===== config.mk =====
export PLATFORM = sky130hd
export DESIGN_NAME = ipbl_mod
export DESIGN_NICKNAME = d
export VERILOG_FILES = /design/src/ip_blacklist_hash_filter_macros.svh /design/src/ipbl_pkg.sv /design/src/ipbl_mod.sv
export SDC_FILE = /design/constraint.sdc
export NUM_CORES = 1
export LEC_CHECK = 0
export BUFFER_PORTS_ARGS = -buffer_cell sky130_fd_sc_hd__clkbuf_2
export CORE_ASPECT_RATIO = 1.25
export CORE_MARGIN = 5
export CORE_UTILIZATION = 45
export DETAILED_ROUTE_END_ITERATION = 12
export PLACE_DENSITY = 0.72
export SETUP_SLACK_MARGIN = 0.1
export SYNTH_ARGS = -nofsm -noshare
export SYNTH_HDL_FRONTEND = slang
export SYNTH_SLANG_ARGS = --single-unit

===== constraint.sdc =====
create_clock -name clock -period 9.6 [get_ports clock]
set_input_delay 0.96 -clock clock [delete_from_list [all_inputs] [get_ports clock]]
set_output_delay 0.96 -clock clock [all_outputs]
set_load 0.02 [all_outputs]

===== src/ip_blacklist_hash_filter_macros.svh =====
// Assertion macros for the blacklist hash filter.
`ifndef IP_BLACKLIST_HASH_FILTER_MACROS_SVH
`define IP_BLACKLIST_HASH_FILTER_MACROS_SVH

`ifndef SYNTHESIS
// Same-cycle implication.
`define IPBL_ASSERT_IMPL(label, clk, rst, ante, cons) \
   label: assert property (@(posedge clk) disable iff (rst) (ante) |-> (cons)) \
      else $error("ipbl assertion failed");
// Next-cycle implication.
`define IPBL_ASSERT_NEXT(label, clk, rst, ante, cons) \
   label: assert property (@(posedge clk) disable iff (rst) (ante) |=> (cons)) \
      else $error("ipbl assertion failed");
`else
`define IPBL_ASSERT_IMPL(label, clk, rst, ante, cons)
`define IPBL_ASSERT_NEXT(label, clk, rst, ante, cons)
`endif

`endif


===== src/ipbl_pkg.sv =====
// Shared types and constants of the blacklist hash filter.
`timescale 1ns / 1ps
package ipbl_pkg;

   localparam int BUCKET_COUNT_DEF = 1021;
   localparam int BUCKET_DEPTH_DEF = 8;
   localparam int MIN_PREFIX_DEF   = 20;

   localparam int ADDR_W = 32;
   localparam int PLEN_W = 6;

   localparam logic FUNC_LOOKUP = 1'b0;
   localparam logic FUNC_INSERT = 1'b1;

   localparam logic [1:0] ST_OK    = 2'd0;
   localparam logic [1:0] ST_FULL  = 2'd1;
   localparam logic [1:0] ST_SHORT = 2'd2;

   typedef struct packed {
      logic              func;
      logic [ADDR_W-1:0] address;
      logic              has_prefix;
      logic [PLEN_W-1:0] prefix_len;
   } ipbl_req_type;

   typedef struct packed {
      logic       accepted;
      logic [1:0] status;
   } ipbl_rsp_type;

endpackage


===== src/ipbl_mod.sv =====
// Address modulo bucket count by reciprocal multiplication, in registered steps.
`timescale 1ns / 1ps
module ipbl_mod #(
   parameter int BUCKET_COUNT = ipbl_pkg::BUCKET_COUNT_DEF
) (
   input  logic                            clock,
   input  logic                            reset,
   input  logic                            start,
   input  logic [ipbl_pkg::ADDR_W-1:0]     dividend,
   output logic                            done,
   output logic [$clog2(BUCKET_COUNT)-1:0] remainder
);
   import ipbl_pkg::*;

   localparam int BW     = $clog2(BUCKET_COUNT);
   localparam int BW1    = BW + 1;
   localparam int PROD_W = 2 * ADDR_W;
   // floor(a * RECIP / 2^SHIFT) is the exact quotient or one below it
   localparam int SHIFT  = ADDR_W - 1 + BW;
   localparam int QUOT_W = PROD_W - SHIFT;
   localparam logic [ADDR_W-1:0] RECIP     = ADDR_W'((64'd1 << SHIFT) / BUCKET_COUNT);
   localparam logic [ADDR_W-1:0] DIVISOR_W = ADDR_W'(BUCKET_COUNT);
   localparam logic [BW:0]       DIVISOR   = BW1'(BUCKET_COUNT);

   logic [ADDR_W-1:0] num_ff, num_in;
   logic [PROD_W-1:0] prod_ff, prod_in;
   logic [BW:0]       part_ff, part_in;
   logic [BW-1:0]     rem_ff, rem_in;
   logic [QUOT_W-1:0] quot;
   logic [ADDR_W-1:0] quot_mul;
   logic              stage1_ff;
   logic              stage2_ff;
   logic              stage3_ff;
   logic              done_ff;

   assign num_in   = start ? dividend : num_ff;
   assign prod_in  = PROD_W'(num_ff) * PROD_W'(RECIP);
   assign quot     = prod_ff[PROD_W-1:SHIFT];
   assign quot_mul = ADDR_W'(quot) * DIVISOR_W;
   // partial remainder is below twice the divisor
   assign part_in  = BW1'(num_ff - quot_mul);
   assign rem_in   = (part_ff >= DIVISOR) ? BW'(part_ff - DIVISOR) : part_ff[BW-1:0];

   always_ff @(posedge clock) begin
      if (reset) begin
         stage1_ff <= 1'b0;
         stage2_ff <= 1'b0;
         stage3_ff <= 1'b0;
         done_ff   <= 1'b0;
      end else begin
         stage1_ff <= start;
         stage2_ff <= stage1_ff;
         stage3_ff <= stage2_ff;
         done_ff   <= stage3_ff;
      end
      num_ff  <= num_in;
      prod_ff <= prod_in;
      part_ff <= part_in;
      rem_ff  <= rem_in;
   end

   assign done      = done_ff;
   assign remainder = rem_ff;
endmodule


; After elaboration in Yosys (flattened, before gate mapping)
; Index checks and enable logic that the tools add are counted.
[totals]
register_bits = 120
input_bits = 35
output_inout_bits = 11
word_cells = 14
[classes]
n_addsub = 2
multipliers = 2
magnitude_cmp = 1
mux = 1
[ops]
columns = operator, count
row1 = $mul 32x31->63 const B, 1
row2 = $mul 23x10->11 const B, 1
row3 = $ge 11x10->1 const B, 1
row4 = $sub 11x11->11, 1
row5 = $mux 10, 1
row6 = $sub 10x10->10 const B, 1

; Logic depth before layout (Yosys ltp)
[depth]
depth_word = 2
ltp_mapped = 22

; Worst setup path before layout
; No wires, ideal clock.
[synth_timing]
path_type = reg2reg
from = reg num_ff[9]
to = reg prod_ff[47]
arrival_time_ns = 5.693
required_time_ns = 9.482
path_slack_ns = 3.789
path_stages_with_launch = 22
n_path_buf = 0
synth_period_minus_slack_ns = 5.811
cell_sequence = edfxtp_1 ha_1 ha_1 ha_1 fa_1 inv_1 fa_1 inv_1 fa_1 fa_1 inv_1 fa_1 inv_1 ha_1 nand4_1 a21oi_1 o211ai_1 nor4_1 a211oi_2 a41oi_2 a21oi_2 xnor2_1
[synth_between]
elab_chain_cells = 1
[synth_lines]
columns = element, line_no
row1 = from (decl), ipbl_mod.sv:25  ; logic [ADDR_W-1:0] num_ff, num_in;
row2 = from (signal assigned), ipbl_mod.sv:56  ; num_ff <= num_in;
row3 = $mul 32x31->63, ipbl_mod.sv:37  ; assign prod_in = PROD_W'(num_ff) * PROD_W'(RECIP);
row4 = via prod_in[47], ipbl_mod.sv:26  ; logic [PROD_W-1:0] prod_ff, prod_in;
row5 = to (signal assigned), ipbl_mod.sv:57  ; prod_ff <= prod_in;
row6 = to (decl), ipbl_mod.sv:26
; The timed path passes the listed nets, and every way through them passes these cells.
; A chain may end at the register's enable or synchronous reset.

; Final worst setup path
[layout_timing]
from = reg num_ff[9]
to = reg prod_ff[50]
; The elaborated chain is that of the path after synthesis.

==> flow_metrics.tcl <==
set metrics [dict create \
    drc 0 \
    multi_input_area_um2 10490 \
    synth.distinct_cells 55 \
    grt_pass1_wl_um 51320 \
    clkTransAtPathRegs_ns 0.07 \
    finalSetupViolCount 0 \
    place.gp.congestion 0.8963 \
    fmax_ghz 0.1532 \
    r2r_slack_ns 3.07 \
    ys_seq_area_share_pct 12.13 \
    worst_slew_pin_slew_ns 0.9786 \
    dieArea_um2 34430 \
    ys_warn_count 0 \
    layout-drive-gt1-share_pct 5.252 \
    clkSinkCount 68 \
    cts_hold_buf 0 \
    path_class "flip-flop to flip-flop" \
    cts_resized 0 \
    status "complete, no violations" \
    grt_max_degree 34 \
    io_buffers 45 \
    grtUsageTotal_pct 18.86 \
    clock_latency_ns 0.35 \
    rows 71 \
    drt_iter0_drc 401 \
    ff_latch_area_um2 1682 \
    synth_top_flop_cell "dfxtp_1" \
    synth_top_area_share_pct 33.22 \
    synth_cells 1387 \
    synth_most_common_cell "inv_1" \
    critPathLaunchType "flip-flop" \
    synth_edf_count 32 \
    grt_pass1_vias 10260 \
    arrival_ns 6.80 \
    setup_tns_ns 0 \
    min_period_over_period_pct 67.98 \
    synth_area_leaders "ha_1 (33%), fa_1 (28%), inv_1 (12%)" \
    syn-num-nets 1987 \
    antenna_found_initial 0 \
    finalNetCount 2042 \
    io_pins 46 \
    initial_core_util_pct 45.75 \
    cts_buffers 9 \
    ant_nets 0 \
    die_h_um 206.2 \
    min_period_ns 6.526 \
    cap_violations 0 \
    final-hold-violation-count 0 \
    ys_ff_latch 68 \
    dp_hpwl_um 26420 \
    min-delay-path-class "flip-flop to flip-flop" \
    vias_per_cell 5.021 \
    hold-worst-slack_ns 0.4494 \
    nFillCells 2745 \
    avgSynthCellArea_um2 9.992 \
    avgRoutedWirePerCell_um 16.89 \
    async_flop_share_pct 0 \
    cts_max_path_buffers 2 \
    dr.pass1.iters 4 \
    yosys-top-cells-count "inv_1 (445), ha_1 (368), fa_1 (197), a21oi_1 (44), xnor2_1 (41)" \
    cp-end-kind "flip-flop" \
    vias 9278 \
    cts_tree "done" \
    core_um2 30290 \
    post_cts_buffers 0 \
    rsz0062_at_grt "no" \
    synth_largest_area_cell "ha_1" \
    critical_path_required_ns 9.87 \
    crit_fanout 10 \
    drv_slew 0 \
    slew_headroom_pct 34.76 \
    routed_wirelength_um 31210 \
    diodes 0 \
    h-tree-depth 3 \
    grt_overflow_total 0 \
    fp.dieW_um 167.0 \
    area_delta_synth_final_pct 7.439 \
    clockRootBuffer "clkbuf_16" \
    syn_area_um2 13860 \
    finClkSkew_ns 0.01360 \
]
kinds of logic after synthesis:
kind of cell | after synthesis | synth area share (%)
adders and majority gates | 565 | 61.68
buffers and inverters | 449 | 12.19
and+or+nand+nor | 113 | 4.171
xor gates and xnor gates | 52 | 3.286
AOI/OAI and AO/OA | 140 | 6.545
DFF | 68 | 12.13
area by class of cell:
class | count | share of cell area [%]
Clock buffer | 10 | 1.681
Timing Repair Buffer | 48 | 1.664
Inverter | 445 | 11.22
Tap cell | 401 | 3.369
Clock inverter | 6 | 0.3361
Sequential cell | 68 | 11.29
Multi-Input combinational cell | 870 | 70.44
metal layers:
layer / global-route usage, % / vias up / wire, um
li1: - / 4493 / -
met1: 23.40 / 4547 / 13470
met2: 34.42 / 180 / 15640
met3: 2.583 / 58 / 1204
met4: 5.232 / 0 / 892
met5: 0 / - / 0
flip-flops by register name (all words and copies together), names as in the netlist:
signal,count
stage3_ff,1
remainder,10
prod_ff,11
done,1
num_ff,32
part_ff,11
stage1_ff,1
stage2_ff,1
through the flow:
step	instances	utilization [%]	area [um^2]	worst slack (ns)
2_1_floorplan	1387	-	13860	3.789
3_3_place_gp	1832	48.16	14590	3.266
3_5_place_dp	1832	48.16	14590	3.140
4_1_cts	1848	49.16	14890	3.096
5_1_grt	1848	49.16	14890	2.680
6_report	1848	49.16	14890	3.074
layout by cell type, fill, tap and decap left out, types with 6 or more instances in the layout:
master     count
xor2_1        11
nand4_1       10
nor3_1         9
nand2_1       29
o211ai_1       6
o21ai_0       25
xnor2_1       41
a21oi_1       44
o21a_1         9
nor2_1        21
dfxtp_1       36
nand3_1       10
ha_1         368
fa_1         197
clkbuf_2      45
nor2b_1        8
clkbuf_16     10
a31oi_1        6
inv_1        445
a21o_1        11
edfxtp_1      32
worst paths after layout:
| check | from | endpoint | depth (start not counted) |
|---|---|---|---|
| min | stage3_ff$_SDFF_PP0_ | done$_SDFF_PP0_ | 1 |
| max | num_ff[9]$_DFFE_PP_ | prod_ff[50]$_DFF_P_ | 21 |
| min reg2reg | stage3_ff$_SDFF_PP0_ | done$_SDFF_PP0_ | 1 |
| max reg2reg | num_ff[9]$_DFFE_PP_ | prod_ff[50]$_DFF_P_ | 21 |
critical path, cell delays in order, from the launching register on:
cell      delay (ns)
edfxtp_1        0.76
ha_1            0.34
ha_1            0.30
ha_1            0.22
fa_1            0.53
inv_1           0.05
fa_1            0.47
inv_1           0.06
fa_1            0.50
fa_1            0.54
inv_1           0.05
fa_1            0.52
inv_1           0.04
ha_1            0.36
a21oi_1         0.21
o21ai_0         0.18
nor2_1          0.18
a211oi_1        0.09
a21oi_1         0.46
o211ai_1        0.23
a31oi_1         0.24
xnor2_1         0.13
Power is not shown: default switching activity piles up to over one toggle a cycle in this logic, so the estimate is an artifact.
