[src/ip_blacklist_hash_filter_macros.svh]
// Assertion macros for the blacklist hash filter.
`ifndef IP_BLACKLIST_HASH_FILTER_MACROS_SVH
`define IP_BLACKLIST_HASH_FILTER_MACROS_SVH

`ifndef SYNTHESIS
// Same-cycle implication.
`define IPBL_ASSERT_IMPL(label, clk, rst, ante, cons) \
   label: assert property (@(posedge clk) disable iff (rst) (ante) |-> (cons)) \
      else $error("ipbl assertion failed");
// Next-cycle implication.
`define IPBL_ASSERT_NEXT(label, clk, rst, ante, cons) \
   label: assert property (@(posedge clk) disable iff (rst) (ante) |=> (cons)) \
      else $error("ipbl assertion failed");
`else
`define IPBL_ASSERT_IMPL(label, clk, rst, ante, cons)
`define IPBL_ASSERT_NEXT(label, clk, rst, ante, cons)
`endif

`endif

[src/ipbl_ram.sv]
// Generic simple dual-port RAM with registered read.
`timescale 1ns / 1ps
module ipbl_ram #(
   parameter int WIDTH = 8,
   parameter int DEPTH = 16
) (
   input  logic                     clock,
   input  logic                     wr_en,
   input  logic [$clog2(DEPTH)-1:0] wr_addr,
   input  logic [WIDTH-1:0]         wr_data,
   input  logic [$clog2(DEPTH)-1:0] rd_addr,
   output logic [WIDTH-1:0]         rd_data
);
   logic [WIDTH-1:0] mem_ff [DEPTH];
   logic [WIDTH-1:0] rd_data_ff;

   always_ff @(posedge clock) begin
      if (wr_en) begin
         mem_ff[wr_addr] <= wr_data;
      end
      rd_data_ff <= mem_ff[rd_addr];
   end

   assign rd_data = rd_data_ff;
endmodule

[config.mk]
export PLATFORM = sky130hd
export DESIGN_NAME = ipbl_ram
export DESIGN_NICKNAME = d
export VERILOG_FILES = /design/src/ip_blacklist_hash_filter_macros.svh /design/src/ipbl_ram.sv
export SDC_FILE = /design/constraint.sdc
export NUM_CORES = 1
export LEC_CHECK = 0
export ABC_AREA = 1
export BUFFER_PORTS_ARGS = -buffer_cell sky130_fd_sc_hd__buf_2
export CORE_UTILIZATION = 61
export CTS_CLUSTER_DIAMETER = 50
export DETAILED_ROUTE_END_ITERATION = 10
export HOLD_SLACK_MARGIN = 0.05
export PLACE_DENSITY_LB_ADDON = 0.15
export SYNTH_ARGS = -nofsm -noshare
export SYNTH_HDL_FRONTEND = slang
export SYNTH_SLANG_ARGS = --single-unit
[constraint.sdc]
create_clock -name clock -period 1.5 [get_ports clock]
set_input_delay 0.15 -clock clock [delete_from_list [all_inputs] [get_ports clock]]
set_output_delay 0.15 -clock clock [all_outputs]
set_load 0.005 [all_outputs]
* Word-level counts from Yosys, hierarchy flattened *
Memories as Yosys holds them, arrays and structs flattened. A register that Yosys moved wholly into a read port is not among the register bits.
Cells that the tools add are included.

operators by class
  equal/unequal tests = 0
  bitwise operators = 0
  magnitude comparators = 0
  mux-type cells = 2
  shifts and indexed selects = 0
  div/mod/pow operators = 0
  reductions and logical operators = 0
  multipliers = 0
  add/subtract/negate cells = 0

operators by type and width
  operator          number
  1-bit 2-to-1 mux  2

storage, ports and cells
  latch bits = 0
  memory bits (writable) = 128
  bits in read-only memories = 0
  bits in registers = 0
  output and inout bits = 8
  memories = 1

memories
  name    words  width  read ports  clocked after Yosys merged registers in  write ports  RTL line        source
  mem_ff  16     8      1           1                                        1            ipbl_ram.sv:14  logic [WIDTH-1:0] mem_ff [DEPTH];

* Longest topological paths before layout *
Gate-level depths: netlist of the first run.

  depth in word-level cells = 2
  mapped depth = 8
  mapped depth without buffers = 7

* Worst setup path after synthesis of the first run *
No wires, ideal clock.

  kind = input-to-reg
  start point = input wr_addr[2]
  end point = memory mem_ff[10][0] (enable)
  setup time = 0.370 ns
  slack = 0.399 ns
  buffers on the path = 0
  required time = 1.130 ns
  cell stages on the path = 2
  arrival = 0.731 ns
  path through = nand3b_1 nor2_1

RTL lines
  element      RTL line        source
  from (decl)  ipbl_ram.sv:9   input logic [$clog2(DEPTH)-1:0] wr_addr,
  to (decl)    ipbl_ram.sv:14

Straight into the memory's write port.

* Final worst setup path of the first run *
  start point = register rd_data_ff[1] (netlist: rd_data[1]) (read register of mem_ff)
  end point = output rd_data[1]

RTL lines
  element      RTL line        source
  from (decl)  ipbl_ram.sv:15  logic [WIDTH-1:0] rd_data_ff;
  to (decl)    ipbl_ram.sv:12  output logic [WIDTH-1:0] rd_data

No word-level cell between the ends.

==> results.sh, run 1 <==
export IMPL_post_place_cells=686
export IMPL_tightest_slew_ns=0.394
export IMPL_wl_met2_mm=6.06
export IMPL_dp_hpwl_mm=7.49
export IMPL_drc=0
export IMPL_pre_cts_slack_ns=0.221
export IMPL_clock_fmax_ghz=0.840
export IMPL_period_needed_ns=1.19
export IMPL_critPathRequiredTime_ns=1.35
export IMPL_ctsHtreeMaxLevel=4
export IMPL_placed_area_mm2=0.00609
export IMPL_clkLatencyLatePin_ns=0.52
export IMPL_power_density_mw_per_mm2=1300
export IMPL_final_cells=722
export IMPL_avgSynthCellArea_um2=10.5
export IMPL_worstSetupPathType="reg2out"
export IMPL_clock_sinks=136
export IMPL_cp_start_kind="flip-flop"
export IMPL_drive_gt1_frac=0.131
export IMPL_fin_nets=616
export IMPL_clkTransAtPathRegs_ns=0.06
export IMPL_totalWireLength_mm=12.7
export IMPL_setup_viol=0
export IMPL_cts_made_buffers=17
export IMPL_endpoint_kind="output port"
export IMPL_synth_nets=569
export IMPL_leakagePower_nw=2.94
export IMPL_synth_cells=551
export IMPL_drt_iter0_markers=326
export IMPL_grt_util_all_layers=0.293
export IMPL_ios=26
export IMPL_synth_area_mm2=0.00577
export IMPL_top_layer_used="met4"
export IMPL_layout_common_cells="173 x nand2_1, 128 x edfxtp_1, 100 x inv_1, 97 x nand3_1, 25 x buf_2"
export IMPL_rrSetupSlack_ns=0.47
export IMPL_cp_cell_sequence="buf_2"
export IMPL_grt_antenna_before_repair=0
export IMPL_synth_area_leader_cell="edfxtp_1"
export IMPL_rows=35
export IMPL_final_common_cell="nand2_1"
export IMPL_final_cell_area_mm2=0.00669
export IMPL_synth_top_cell_area_share=0.667
export IMPL_clockRootBuffer="clkbuf_8"
export IMPL_vdd_ir_drop_max_mv=0.907
export IMPL_setup_slack_ns=0.310
export IMPL_port_buffer_count=25
export IMPL_met3_length_um=936
export IMPL_overflow=0
export IMPL_vias_per_cell=5.42
export IMPL_synth_ff_latch_count=136
export IMPL_clockBufferDepth=2
export IMPL_rsz0062_at_grt="false"
export IMPL_grt_pass1_vias=3912
export IMPL_period_share=0.793
export IMPL_fillCellCount=641
export IMPL_ys_warn_count=0
export IMPL_final_max_slew_viol_count=0
export IMPL_tns_ns=0
export IMPL_cts_tree="yes"
export IMPL_cp_slowest_stage_delay_ns=0.38
export IMPL_crit_buf_inv=1
export IMPL_cts_resized_gates=0
export IMPL_dieWidth_um=99.2
export IMPL_detail_route_antenna_nets=0
export IMPL_hold_path_class="in2reg"
export IMPL_outcome="finished clean"
export IMPL_core_mm2=0.00920
export IMPL_initial_core_util=0.627
export IMPL_grt_first_pass_wirelength_mm=20.7
export IMPL_cp_slowest_cell="dfxtp_1"
export IMPL_fin_hold_ws_ns=0.0693
export IMPL_crit_fanout=1
export IMPL_grt_max_degree=65
export IMPL_detail_route_wl_per_cell_um=17.6
export IMPL_maxCapViolations=0
export IMPL_synth_top_cells_by_area="edfxtp_1 67%, nand2_1 11%, nand3_1 8.4%"
export IMPL_hold_viol=0
export IMPL_areaGrowthSynthToFinish_pct=16.0
export IMPL_wl_met1_mm=5.32
export IMPL_die_y_um=99.2
export IMPL_synth_distinct_cells=12
export IMPL_vias=3911
export IMPL_path_delay_family="flip-flops"
export IMPL_arrival_ns=1.04
export IMPL_finClkSkew_ns=0.00995
export IMPL_gp_congestion=0.791
export IMPL_diodes=0
export IMPL_die_area_mm2=0.00985
export IMPL_drt_pass1_iterations=5
export IMPL_ys_seq_area_frac=0.694
export IMPL_relSlewSlack=0.737
==> where the power goes <==
part / total [mW] / leakage, nW / internal [mW] / switching (mW)
combinational: 0.537 / 1.45 / 0.172 / 0.364
sequential: 4.28 / 1.22 / 4.25 / 0.0286
clock: 3.91 / 0.271 / 2.40 / 1.51
==> timing repair <==
action                                 4_1_cts  5_1_grt
buffers inserted                             0        0
hold buffers                                 4        0
endpoints found under the hold margin       31        0
==> cell families (layout without fill, tap and decap cells) <==
family | count (synthesis) | after routing | synth area share
buffers and inverters | 126 | 186 | 0.0952
flip-flops | 136 | 136 | 0.694
AND/OR/NAND/NOR | 289 | 289 | 0.210
==> layer usage <==
metal | global-route usage | up-vias
li1 | - | 1870
met1 | 0.401 | 1827
met2 | 0.457 | 190
met3 | 0.0485 | 24
met4 | 0.157 | 0
met5 | 0 | -
==> sequential cells by signal, indices dropped and copies added (netlist names) <==
signal / flops
rd_data: 8
mem_ff: 128
==> cells in the mapped netlist, drive strengths merged <==
cell / instances
nand2: 173
dfxtp: 8
nand3: 97
buf: 24
inv: 102
nand3b: 2
nor2: 17
edfxtp: 128
==> stage by stage <==
step	power (mW)	utilization
after floorplan	4.65	-
after global routing	8.98	0.728
after detailed placement	4.88	0.662
after CTS	8.75	0.728
after global placement	4.86	0.662
final	8.73	0.728
==> layout make-up <==
type / instances / area (um2) / area share
multi-input cells: 289 / 1210 / 0.181
clock inverters: 12 / 129 / 0.0193
repair buffers: 52 / 388 / 0.0580
flip-flops and latches: 136 / 4000 / 0.598
clock buffers: 20 / 435 / 0.0651
well taps: 111 / 139 / 0.0208
inverters: 102 / 383 / 0.0572
==> worst paths after layout <==
kind	to	start	cells past startpoint
worst min register to register	rd_data[2]	mem_ff[12][2]	6
worst min-delay path	mem_ff[15][2]	wr_data[2]	1
worst max-delay path	rd_data[1]	rd_data[1]	1
worst max register to register	rd_data[3]	mem_ff[1][3]	6
Power figures use the tool's default switching activity.
==> run 2: changes to the inputs <==
clock period = 1.2 ns   (was 1.5 ns; I/O delays follow)
==> results.sh, run 2 (same netlist as run 1, synthesis figures left out) <==
export IMPL_power_frac_comb=0.062
export IMPL_grt_util_all_layers=0.286
export IMPL_overflow=0
export IMPL_seq_area_mm2=0.00401
export IMPL_port_buffer_count=25
export IMPL_hold_viol=0
export IMPL_placed_area_mm2=0.00611
export IMPL_dp_hpwl_mm=7.72
export IMPL_tightest_slew_ns=0.403
export IMPL_drt_iter0_markers=331
export IMPL_regMostFlops="mem_ff"
export IMPL_die_area_mm2=0.00985
export IMPL_clock_sinks=136
export IMPL_setup_viol=0
export IMPL_ctsHtreeMaxLevel=4
export IMPL_p_sw_mw=2.49
export IMPL_cp_cell_sequence="buf_2"
export IMPL_clock_fmax_ghz=0.893
export IMPL_grt_max_degree=65
export IMPL_grt_antenna_before_repair=0
export IMPL_vias_per_cell=5.41
export IMPL_vdd_ir_drop_max_mv=0.933
export IMPL_fin_hold_ws_ns=0.101
export IMPL_switching_share=0.222
export IMPL_grt_first_pass_wirelength_mm=20.3
export IMPL_multi_input_area_mm2=0.00121
export IMPL_power_frac_seq=0.477
export IMPL_drive_gt1_frac=0.135
export IMPL_clockBufferDepth=2
export IMPL_crit_fanout=1
export IMPL_hold_path_class="in2reg"
export IMPL_period_needed_ns=1.12
export IMPL_initial_core_util=0.627
export IMPL_outcome="finished clean"
export IMPL_cp_slowest_cell="dfxtp_2"
export IMPL_areaGrowthSynthToFinish_pct=17.9
export IMPL_clockRootBuffer="clkbuf_8"
export IMPL_critPathRequiredTime_ns=1.08
export IMPL_finClkSkew_ns=0.00933
export IMPL_endpoint_kind="output port"
export IMPL_dieWidth_um=99.2
export IMPL_cp_start_kind="flip-flop"
export IMPL_clkTransAtPathRegs_ns=0.06
export IMPL_arrival_ns=1.00
export IMPL_internal_power_mw=8.72
export IMPL_relSlewSlack=0.731
export IMPL_ios=26
export IMPL_power_density_mw_per_mm2=1650
export IMPL_final_cell_area_mm2=0.00680
export IMPL_period_share=0.933
export IMPL_fin_nets=625
export IMPL_tns_ns=0
export IMPL_final_common_cell="nand2_1"
export IMPL_path_delay_family="flip-flops"
export IMPL_grt_pass1_vias=3872
export IMPL_leakagePower_nw=2.99
export IMPL_crit_buf_inv=1
export IMPL_vias=3955
export IMPL_fillCellCount=633
export IMPL_cts_made_buffers=17
export IMPL_rsz0062_at_grt="false"
export IMPL_clkLatencyLatePin_ns=0.53
export IMPL_rows=35
export IMPL_worstSetupPathType="reg2out"
export IMPL_detail_route_wl_per_cell_um=17.5
export IMPL_drt_pass1_iterations=6
export IMPL_maxCapViolations=0
export IMPL_drc=0
export IMPL_core_mm2=0.00920
export IMPL_detail_route_antenna_nets=0
export IMPL_clockPowerShare=0.461
export IMPL_final_max_slew_viol_count=0
export IMPL_layout_common_cells="173 x nand2_1, 128 x edfxtp_1, 100 x inv_1, 97 x nand3_1, 25 x buf_2"
export IMPL_diodes=0
export IMPL_cts_post_setup_buffers_inserted=0
export IMPL_die_y_um=99.2
export IMPL_cp_slowest_stage_delay_ns=0.36
export IMPL_largest_register_ffs=128
export IMPL_gp_congestion=0.835
export IMPL_cts_tree="yes"
export IMPL_totalWireLength_mm=12.8
==> run 2: cell count changes in the layout (fill, tap and decap cells not counted), sizes merged <==
cell and delta:
buf +3, bufinv +1, clkbuf -2, clkinv -2, clkinvlp +1, dlygate4sd3 +6, inv +2
==> run 2: stage by stage <==
stage | total power [mW] | utilization | setup WS (ns) | std cells
2_1_floorplan | 5.81 | - | 0.129 | 551
5_1_grt | 11.5 | 0.740 | 0.0474 | 731
6_report | 11.2 | 0.740 | 0.0805 | 731
4_1_cts | 11.2 | 0.739 | 0.0111 | 731
3_5_place_dp | 6.11 | 0.664 | 0.0210 | 689
3_3_place_gp | 6.09 | 0.664 | 0.0496 | 689
==> run 2: power groups by stage <==
stage | logic, mW | clock network, mW | registers [mW]
after floorplan | 0.375 | 0 | 5.44
after global placement | 0.647 | 0 | 5.44
after detailed placement | 0.661 | 0 | 5.45
after CTS | 0.694 | 5.17 | 5.35
after global routing | 0.765 | 5.39 | 5.35
final | 0.697 | 5.17 | 5.35
==> run 2: final timing paths <==
kind / cells past startpoint / to / slack, ns / startpoint
min reg2reg: 6 / rd_data[2] / 0.69 / mem_ff[12][2]
max reg2reg: 6 / rd_data[1] / 0.15 / mem_ff[6][1]
max: 1 / rd_data[1] / 0.08 / rd_data[1]
min: 6 / rd_data[4] / 0.10 / rd_addr[1]
==> run 2: routing by layer <==
layer / global-route usage / routed length [um] / vias up / part of all wire
li1: - / - / 1888 / -
met1: 0.391 / 5380 / 1831 / 0.42
met2: 0.454 / 6050 / 209 / 0.47
met3: 0.0717 / 1120 / 27 / 0.087
met4: 0.0995 / 232 / 0 / 0.018
met5: 0 / 0 / - / 0
==> run 2: area by class of cell <==
class / instances / share of cell area
multi-input cells: 289 / 0.178
clock inverters: 14 / 0.0254
well taps: 111 / 0.0204
inverters: 102 / 0.0563
repair buffers: 61 / 0.0692
flip-flops and latches: 136 / 0.589
clock buffers: 18 / 0.0614
==> run 2: repair_timing <==
item                       in CTS  in global routing
gates resized for setup         0                  1
setup endpoints to repair       0                  1
hold endpoints to repair      136                  0
hold buffers                   10                  0
==> run 3: changes to the inputs <==
CELL_PAD_IN_SITES_DETAIL_PLACEMENT = 1   (was default)
CELL_PAD_IN_SITES_GLOBAL_PLACEMENT = 1   (was default)
CORE_UTILIZATION = 49   (was 61)
PLACE_DENSITY = 0.91   (was default)
PLACE_DENSITY_LB_ADDON = default   (was 0.15)
==> results.sh, run 3 (same netlist as run 1, synthesis figures left out) <==
export IMPL_power_density_mw_per_mm2=1580
export IMPL_hold_start="wr_data[4]"
export IMPL_grt_met2_usage=0.494
export IMPL_drive_gt1_frac=0.136
export IMPL_hold_viol=0
export IMPL_path_delay_family="simple AND/OR/NAND/NOR gates"
export IMPL_placed_area_mm2=0.00626
export IMPL_die_area_mm2=0.0122
export IMPL_cts_made_buffers=17
export IMPL_overflow=0
export IMPL_worstSetupPathType="reg2reg"
export IMPL_rows=39
export IMPL_clock_fmax_ghz=0.934
export IMPL_cp_slowest_stage_delay_ns=0.37
export IMPL_setup_viol=0
export IMPL_ios=26
export IMPL_cp_cell_sequence="inv_1, nand2_1, nand3_1, nand3_1, nand3_1, nand2_1"
export IMPL_ctsHtreeMaxLevel=4
export IMPL_detail_route_antenna_nets=0
export IMPL_grt_first_pass_wirelength_mm=26.4
export IMPL_final_cell_area_mm2=0.00676
export IMPL_final_max_slew_viol_count=0
export IMPL_dp_hpwl_mm=10.6
export IMPL_outcome="finished clean"
export IMPL_drt_pass1_iterations=5
export IMPL_die_y_um=110
export IMPL_ctsHoldBuffers=0
export IMPL_regMostFlops="mem_ff"
export IMPL_cts_post_setup_buffers_inserted=0
export IMPL_grtUsageMet1=0.348
export IMPL_endpoint_kind="flip-flop"
export IMPL_cts_resized_gates=0
export IMPL_detail_route_wl_per_cell_um=21.9
export IMPL_initial_core_util=0.503
export IMPL_period_share=0.893
export IMPL_rsz0062_at_grt="false"
export IMPL_areaGrowthSynthToFinish_pct=17.3
export IMPL_clockRootBuffer="clkbuf_16"
export IMPL_post_place_cells=732
export IMPL_arrival_ns=1.37
export IMPL_crit_buf_inv=1
export IMPL_final_common_cell="nand2_1"
export IMPL_grt_antenna_before_repair=0
export IMPL_vias_per_cell=5.60
export IMPL_final_cells=763
export IMPL_cts_tree="yes"
export IMPL_fillCellCount=1230
export IMPL_relSlewSlack=0.743
export IMPL_dieWidth_um=110
export IMPL_totalWireLength_mm=16.7
export IMPL_r2r_end="rd_data[5]"
export IMPL_drt_iter0_markers=306
export IMPL_crit_fanout=1
export IMPL_period_needed_ns=1.07
export IMPL_port_buffer_count=25
export IMPL_grt_util_all_layers=0.294
export IMPL_core_mm2=0.0115
export IMPL_maxCapViolations=0
export IMPL_critPathRequiredTime_ns=1.50
export IMPL_clkTransAtPathRegs_ns=0.05
export IMPL_drc=0
export IMPL_finClkSkew_ns=0.00640
export IMPL_hold_path_depth=1
export IMPL_leakagePower_nw=2.98
export IMPL_largest_register_ffs=128
export IMPL_fin_nets=626
export IMPL_rr_worst_depth=6
export IMPL_clock_sinks=136
export IMPL_grt_use_met3=0.0648
export IMPL_grt_pass1_vias=4753
export IMPL_gp_congestion=0.842
export IMPL_hold_path_class="in2reg"
export IMPL_tightest_slew_ns=0.386
export IMPL_cp_slowest_cell="edfxtp_1"
export IMPL_clockBufferDepth=2
export IMPL_cp_start_kind="flip-flop"
export IMPL_min_to="mem_ff[4][4]"
export IMPL_vdd_ir_drop_max_mv=1.12
export IMPL_rrSetupSlack_ns=0.13
export IMPL_clkLatencyLatePin_ns=0.42
export IMPL_worstReg2RegStart="mem_ff[11][5]"
export IMPL_layout_common_cells="173 x nand2_1, 128 x edfxtp_1, 100 x inv_1, 97 x nand3_1, 31 x buf_4"
export IMPL_crit_path_frequent_cell="nand3_1"
export IMPL_busiest_layer="met2"
export IMPL_grt_max_degree=42
export IMPL_vias=4269
run 3: cell types whose count changed in the layout (fill, tap and decap cells not counted), sizes merged:
| cell | change |
|---|---|
| buf | +11 |
| dlygate4sd3 | -10 |
| clkbuf | +5 |
| clkinvlp | -4 |
| inv | -3 |
| bufinv | -2 |
| clkinv | +2 |
| diode | +1 |
run 3: where the power goes:
| group | total (mW) | internal (mW) | switching, mW |
|---|---|---|---|
| clock | 4.56 | 2.78 | 1.78 |
| combinational | 0.748 | 0.239 | 0.510 |
| sequential | 5.35 | 5.32 | 0.0386 |
run 3: worst max path at each step:
| stage | from | endpoint | slack, ns | cells after the start |
|---|---|---|---|---|
| after global routing | mem_ff[9][5] | rd_data[5] | 0.07 | 6 |
| after floorplan | wr_addr[2] | mem_ff[10][0] | 0.13 | 2 |
| after CTS | rd_data[5] | rd_data[5] | 0.13 | 1 |
| after detailed placement | wr_addr[3] | mem_ff[7][2] | -0.08 | 4 |
| final | mem_ff[11][5] | rd_data[5] | 0.13 | 6 |
| after global placement | wr_addr[3] | mem_ff[7][6] | -0.03 | 4 |
run 3: per-layer routing:
layer | part of all wire | wire, um
met1 | 0.39 | 6480
met2 | 0.51 | 8580
met3 | 0.060 | 1010
met4 | 0.038 | 641
met5 | 0 | 0
run 3: cell type report:
| cell class | instances | area, um2 | area share |
|---|---|---|---|
| Clock inverter | 7 | 55.1 | 0.00814 |
| Tap cell | 143 | 179 | 0.0265 |
| Clock buffer | 23 | 448 | 0.0662 |
| Inverter | 102 | 383 | 0.0566 |
| Sequential cell | 136 | 4000 | 0.592 |
| Antenna cell | 1 | 2.50 | 0.000370 |
| Multi-Input combinational cell | 289 | 1210 | 0.179 |
| Timing Repair Buffer | 62 | 478 | 0.0707 |
run 3: metrics by stage:
stage	power (mW)	utilization	hold slack (ns)	setup slack (ns)	setup TNS (ns)
2_1_floorplan	5.81	-	0.219	0.129	0
3_3_place_gp	6.11	0.546	0.502	-0.0274	-0.213
3_5_place_dp	6.17	0.546	0.504	-0.0778	-1.11
4_1_cts	10.7	0.590	0.106	0.133	0
5_1_grt	10.9	0.590	0.118	0.0673	0
6_report	10.7	0.590	0.113	0.129	0
